<file path="src/rtl/mrt_ram.sv">
// generic single-port-write, single-port-read ram with registered read
module mrt_ram #(
    parameter int WIDTH = 8,
    parameter int DEPTH = 32,
    parameter int AW    = (DEPTH > 1) ? $clog2(DEPTH) : 1
) (
    input  logic             clk,
    input  logic             we,
    input  logic [AW-1:0]    waddr,
    input  logic [WIDTH-1:0] wdata,
    input  logic             re,
    input  logic [AW-1:0]    raddr,
    output logic [WIDTH-1:0] rdata
);

    logic [WIDTH-1:0] mem [DEPTH];
    logic [WIDTH-1:0] rdata_reg;

    always_ff @(posedge clk)
    begin
        if (we)
        begin
            mem[waddr] <= wdata;
        end
        if (re)
        begin
            rdata_reg <= mem[raddr];
        end
    end

    assign rdata = rdata_reg;

endmodule

</file>
<file path="config.mk">
export PLATFORM = sky130hd
export DESIGN_NAME = mrt_ram
export DESIGN_NICKNAME = d
export VERILOG_FILES = /design/src/rtl/mrt_ram.sv
export SDC_FILE = /design/constraint.sdc
export NUM_CORES = 1
export LEC_CHECK = 0
export BUFFER_PORTS_ARGS = -buffer_cell sky130_fd_sc_hd__clkbuf_2
export CORE_ASPECT_RATIO = 2
export CORE_MARGIN = 2
export CORE_UTILIZATION = 25
export CTS_BUF_LIST = sky130_fd_sc_hd__clkbuf_4
export DETAILED_ROUTE_END_ITERATION = 7
export PLACE_DENSITY_LB_ADDON = 0.1
export SLEW_MARGIN = 20
export SYNTH_ARGS = -nofsm -noshare
export SYNTH_HDL_FRONTEND = slang
export SYNTH_SLANG_ARGS = --single-unit
</file>
<file path="constraint.sdc">
create_clock -name clk -period 4.66 [get_ports clk]
set_input_delay 0.233 -clock clk [delete_from_list [all_inputs] [get_ports clk]]
set_output_delay 0.233 -clock clk [all_outputs]
set_load 0.02 [all_outputs]
</file>
==> impl_metrics.tcl, run 1 <==
set metrics [dict create \
    start_kind "input pin" \
    place.gp.congestion 0.6983 \
    rr_startpoint "mem[26][1]$_DFFE_PP_" \
    firstDrtPassIters 4 \
    critPathTopFamily "multiplexers" \
    crit_end "rdata[0]$_DFFE_PP_" \
    fin_worst_skew_ps 29.58 \
    crit_cells 5 \
    initial_core_util 0.2528 \
    yosys.area.top_type "edfxtp_1" \
    largest_register_ffs 256 \
    cpMaxStageDelayCell "mux4_2" \
    grt_usage 0.1370 \
    io_buffer_count 28 \
    grt_max_degree 33 \
    nNetsFinal 515 \
    period_needed_ps 2118 \
    cp.arrival_ps 2580 \
    fin_crit_sh 0.4545 \
    powerDensity_mw_per_mm2 404.3 \
    grt_overflow_total 0 \
    totalNegativeSetupSlack_ps 0 \
    crit_chain "buf_4, buf_4, mux4_2, mux4_2, mux2_2" \
    relSlewSlack 0.2541 \
    dp.cells 961 \
    synth.most_common_cell "edfxtp_1" \
    ant_nets 0 \
    reg2regPathDepth 3 \
    grt_pass1_vias 5139 \
    routed_via_density 4.349 \
    finalPower_mw 4.704 \
    fillerInstances 4023 \
    synth_ff_type "edfxtp_1" \
    cap_violations 0 \
    crit_type "in2reg" \
    cts_tree "done" \
    holdWs_ps 165.9 \
    die_w_um 146.4 \
    final_util 0.2903 \
    clock_latency_ps 720 \
    via_count 4658 \
    cts_buffer_depth 3 \
    die-area_mm2 0.04226 \
    syn_inst 417 \
    syn_area_mm2 0.01013 \
    cts_resized 0 \
    hpwl_um 19220 \
    crit_required_ps 5120 \
    numCtsBuffers 60 \
    drt_wl_total_um 28140 \
    io_pins 29 \
    ys_types 14 \
    hold_class "in2reg" \
    yosys_warnings 0 \
    ir_worst_vdd_mv 0.1069 \
    fp-row-count 104 \
    core_area_mm2 0.04008 \
    ys_seq_elements 264 \
    max_stage_delay_ps 650 \
    post-cts-setup-buffers 0 \
    seq_area_frac_synth 0.7823 \
    h-tree-depth 2 \
    fmax_ghz 0.4721 \
    synth_area_leaders "edfxtp_1 (78%), mux4_2 (18%), nor2_1 (1.2%)" \
    clk_pin_slew_ps 90 \
    maxSlewViolCount 0 \
    leakagePower_nw 3.570 \
    syn_avg_cell_area_um2 24.30 \
    syn-num-nets 438 \
    area_growth_pct 14.82 \
    ys_async_sr_fraction 0 \
    cp-end-kind "flop" \
    reg2reg_to "rdata[1]$_DFFE_PP_" \
    fin_area_mm2 0.01163 \
    rrSetupSlack_ps 2660 \
    drtIter0Drc 360 \
    tightestPinTransition_ps 1115 \
    place_area_mm2 0.01088 \
    antenna_found_initial 1 \
    cts.sinks 264 \
    die_height_um 288.7 \
    rsz0062_at_grt "no" \
    pre_cts_ws_ps 1723 \
    layout_setup_ws_ps 2542 \
    yosys-top-cells-count "edfxtp_1 (264), mux4_2 (80), nor2_1 (33)" \
    avgRoutedWirePerCell_um 26.27 \
    synth_top_area_share 0.7823 \
    layout-drive-gt1-share 0.4074 \
    final_cells 1071 \
    grt_pass1_wl_um 39460 \
    setup_violations 0 \
    cp_max_fo 27 \
    hold_viol 0 \
    outcome "complete, no violations" \
    drc 0 \
    critical_path_buf_inv_count 2 \
    cp-startpoint "raddr[0]" \
    synth_edf_count 264 \
    cts_root_buf "clkbuf_4" \
]
metal layers:
layer / track usage / vias to the layer above / share of wire
li1: - / 1981 / -
met5: 0 / - / 0
met1: 0.1306 / 2491 / 0.33
met2: 0.2709 / 136 / 0.58
met4: 0.07403 / 0 / 0.051
met3: 0.02733 / 50 / 0.039
cells in the final DEF, fill, tap and decap left out, drive strengths merged:
master         n
or3            1
buf            8
nor2          33
or3b           3
nand3b         5
nand2          1
inv            2
nand3          2
clkinv        19
mux4          80
clkbuf       113
dlygate4sd3    1
mux2           8
edfxtp       264
diode          1
what timing repair did:
action,in CTS,in global routing
setup endpoints to repair,0,0
hold endpoints to repair,8,0
hold buffers,1,0
area by class of cell:
| class | count | area, µm² | share of cell area |
|---|---|---|---|
| clock buffer | 87 | 653.1 | 0.05614 |
| sequential | 264 | 7928 | 0.6814 |
| multi-input combinational | 133 | 2110 | 0.1813 |
| antenna | 1 | 2.502 | 0.0002151 |
| clock inverter | 21 | 81.33 | 0.006990 |
| timing repair buffer | 35 | 197.7 | 0.01699 |
| tap | 530 | 663.1 | 0.05700 |
worst min path at each step:
stage	end	from	cells after the start	slack, ps
6_report	rdata[5]$_DFFE_PP_	raddr[3]	2	170
3_3_place_gp	rdata[1]	rdata[1]$_DFFE_PP_	1	690
2_1_floorplan	mem[0][0]$_DFFE_PP_	wdata[0]	0	330
3_5_place_dp	rdata[2]	rdata[2]$_DFFE_PP_	1	690
4_1_cts	rdata[5]$_DFFE_PP_	raddr[3]	2	70
5_1_grt	rdata[5]$_DFFE_PP_	raddr[3]	2	110
worst register-to-register path, cell delays in order, from the launching register on:
cell and delay (ps):
edfxtp_1 380, mux4_2 530, mux4_2 540, mux2_2 290
kinds of logic after synthesis:
family        after synthesis  share of synthesized area
mux                        88                     0.1867
flops                     264                     0.7823
simple gates               45                    0.02050
buf+inv                    20                    0.01049
where the power goes:
group	total (mW)	internal, mW	switching [mW]
Clock	1.77	0.856	0.915
Sequential	2.66	2.65	0.00991
Combinational	0.275	0.104	0.170
Total	4.70	3.61	1.09
(Power assumes the default switching activity.)
==> run 2, diff against run 1 <==
==> constraint.sdc (replaced) <==
create_clock -name clk -period 1.9 [get_ports clk]
set_input_delay 0.095 -clock clk [delete_from_list [all_inputs] [get_ports clk]]
set_output_delay 0.095 -clock clk [all_outputs]
set_load 0.02 [all_outputs]
==> run 2 against run 1 <==
  * Register-to-register slack worse by 2800 ps
  * The flow now finishes with violations (negative setup slack)
  * Hold slack worse by 97 ps
  * Sequential power up 150%
  * Routed wire length down 1.2%
  * First-iteration DRC count down 28%
  * Largest cell class unchanged
  * Sequential share of layout area down 1.9 points
  * Clock power up 130%
==> impl_metrics.tcl, run 2 (synthesized netlist as in run 1, its figures left out) <==
set metrics [dict create \
    outcome "finished with violations" \
    failed_checks "negative setup slack" \
    fp-row-count 104 \
    initial_core_util 0.2528 \
    avgRoutedWirePerCell_um 25.24 \
    powerDensity_mw_per_mm2 945.0 \
    crit_required_ps 2390 \
    hold_start "raddr[3]" \
    layout-drive-gt1-share 0.4333 \
    core_area_mm2 0.04008 \
    hpwl_um 18430 \
    fin_worst_skew_ps 35.32 \
    h-tree-depth 2 \
    period_needed_ps 1992 \
    dp.cells 998 \
    largest_register_ffs 256 \
    firstDrtPassIters 4 \
    critical_path_buf_inv_count 0 \
    layout_commonest_cell "edfxtp_1" \
    crit_type "reg2reg" \
    cts_tree "done" \
    rr_startpoint "mem[23][2]$_DFFE_PP_" \
    final_util 0.2987 \
    cp.arrival_ps 2480 \
    die_height_um 288.7 \
    crit_chain "mux4_2, mux4_2, mux2_2" \
    cp-end-kind "flop" \
    setup_violations 8 \
    clk_pin_slew_ps 80 \
    io_pins 29 \
    cts_buffer_depth 3 \
    fmax_ghz 0.5021 \
    area_growth_pct 18.15 \
    reg2regPathDepth 3 \
    final_cells 1102 \
    tightestPinTransition_ps 810.7 \
    leakagePower_nw 3.783 \
    drt_wl_total_um 27810 \
    antenna_found_initial 1 \
    nNetsFinal 555 \
    gr-usage-met1 0.1358 \
    cts.sinks 264 \
    grt_usage 0.1366 \
    io_buffer_count 28 \
    fillerInstances 3991 \
    drtIter0Drc 259 \
    relSlewSlack 0.4595 \
    drc 0 \
    max_stage_delay_ps 560 \
    layout_setup_ws_ps -91.54 \
    finalPower_mw 11.31 \
    cpMaxStageDelayCell "mux4_2" \
    cts_root_buf "clkbuf_4" \
    die-area_mm2 0.04226 \
    layout_common_cells "edfxtp_1 (264), clkbuf_4 (81), mux4_2 (80), buf_4 (38), nor2_1 (33)" \
    routed_via_density 4.360 \
    hold_depth 2 \
    cap_violations 0 \
    grt_pass1_wl_um 40030 \
    place.gp.congestion 0.7453 \
    clock_latency_ps 730 \
    critical_path.most_common_cell "mux4_2" \
    hold_viol 0 \
    grt_pass1_vias 5332 \
    fin_crit_sh 1.048 \
    ant_nets 0 \
    critPathTopFamily "multiplexers" \
    min_to "rdata[6]$_DFFE_PP_" \
    grt_max_degree 34 \
    numCtsBuffers 58 \
    rsz0062_at_grt "yes" \
    start_kind "flop" \
    rrSetupSlack_ps -90 \
    gr-usage-met3 0.02607 \
    holdWs_ps 69.20 \
    top_usage_layer "met2" \
    die_w_um 146.4 \
    ir_worst_vdd_mv 0.3106 \
    cp_max_fo 1 \
    use_met2 0.2755 \
    hold_class "in2reg" \
    via_count 4805 \
    grt_overflow_total 0 \
    maxSlewViolCount 0 \
    reg2reg_to "rdata[2]$_DFFE_PP_" \
]
==> run 2: cell types whose count changed in the layout (fill, tap and decap cells not counted), sizes merged <==
cell and delta:
buf +37, clkbuf -6, dlygate4sd3 +5, clkinv -4
inv -2, diode +1
==> run 2: final cells by class <==
type                       instances  area [µm²]  area share
clock inverter                    15       61.31    0.005121
multi-input combinational        133        2107      0.1760
clock buffer                      81       608.1     0.05079
timing repair buffer              77       600.6     0.05016
tap                              530       663.1     0.05539
antenna                            2       5.005   0.0004180
sequential                       264        7928      0.6621
==> run 2: worst max-delay path by stage <==
stage	start	end	slack, ps	depth (start not counted)
after floorplan	raddr[2]	rdata[0]$_DFFE_PP_	2	5
after global placement	raddr[0]	rdata[5]$_DFFE_PP_	-370	5
after detailed placement	raddr[0]	rdata[5]$_DFFE_PP_	-380	5
after CTS	mem[29][7]$_DFFE_PP_	rdata[7]$_DFFE_PP_	-120	3
after global routing	mem[23][6]$_DFFE_PP_	rdata[6]$_DFFE_PP_	-140	3
final	mem[23][2]$_DFFE_PP_	rdata[2]$_DFFE_PP_	-90	3
==> run 2: worst register-to-register path: cells and delay by family, from the launching register on <==
kind | cells | cell delay (ps)
mux | 3 | 1390
flops | 1 | 370
==> run 2: stage by stage <==
stage               TNS (ps)  setup slack [ps]  cell area, µm²
floorplan                  0             1.892           10160
global placement       -2590            -373.6           11230
detailed placement     -2509            -375.3           11230
CTS                   -727.8            -119.0           11960
global route          -939.2            -141.7           11970
finish                -542.5            -91.54           11970
==> run 2: where the power goes <==
| group | total, mW | switching [mW] | leakage [nW] | internal (mW) |
|---|---|---|---|---|
| Combinational | 0.721 | 0.423 | 0.993 | 0.298 |
| Clock | 4.07 | 2.12 | 0.406 | 1.95 |
| Sequential | 6.52 | 0.0257 | 2.38 | 6.50 |
| Total | 11.3 | 2.57 | 3.78 | 8.74 |
==> run 2: metal layers <==
layer,up-vias,routed length [µm]
met4,0,873
li1,2050,-
met2,117,16580
met5,-,0
met3,53,986
met1,2585,9371
==> run 2: timing repair <==
action | in CTS | in global routing
buffers inserted | 0 | 0
gates resized for setup | 1 | 1
hold buffers | 6 | 0
endpoints found under the setup margin | 8 | 8
cloned | 0 | 0
endpoints found under the hold margin | 43 | 0
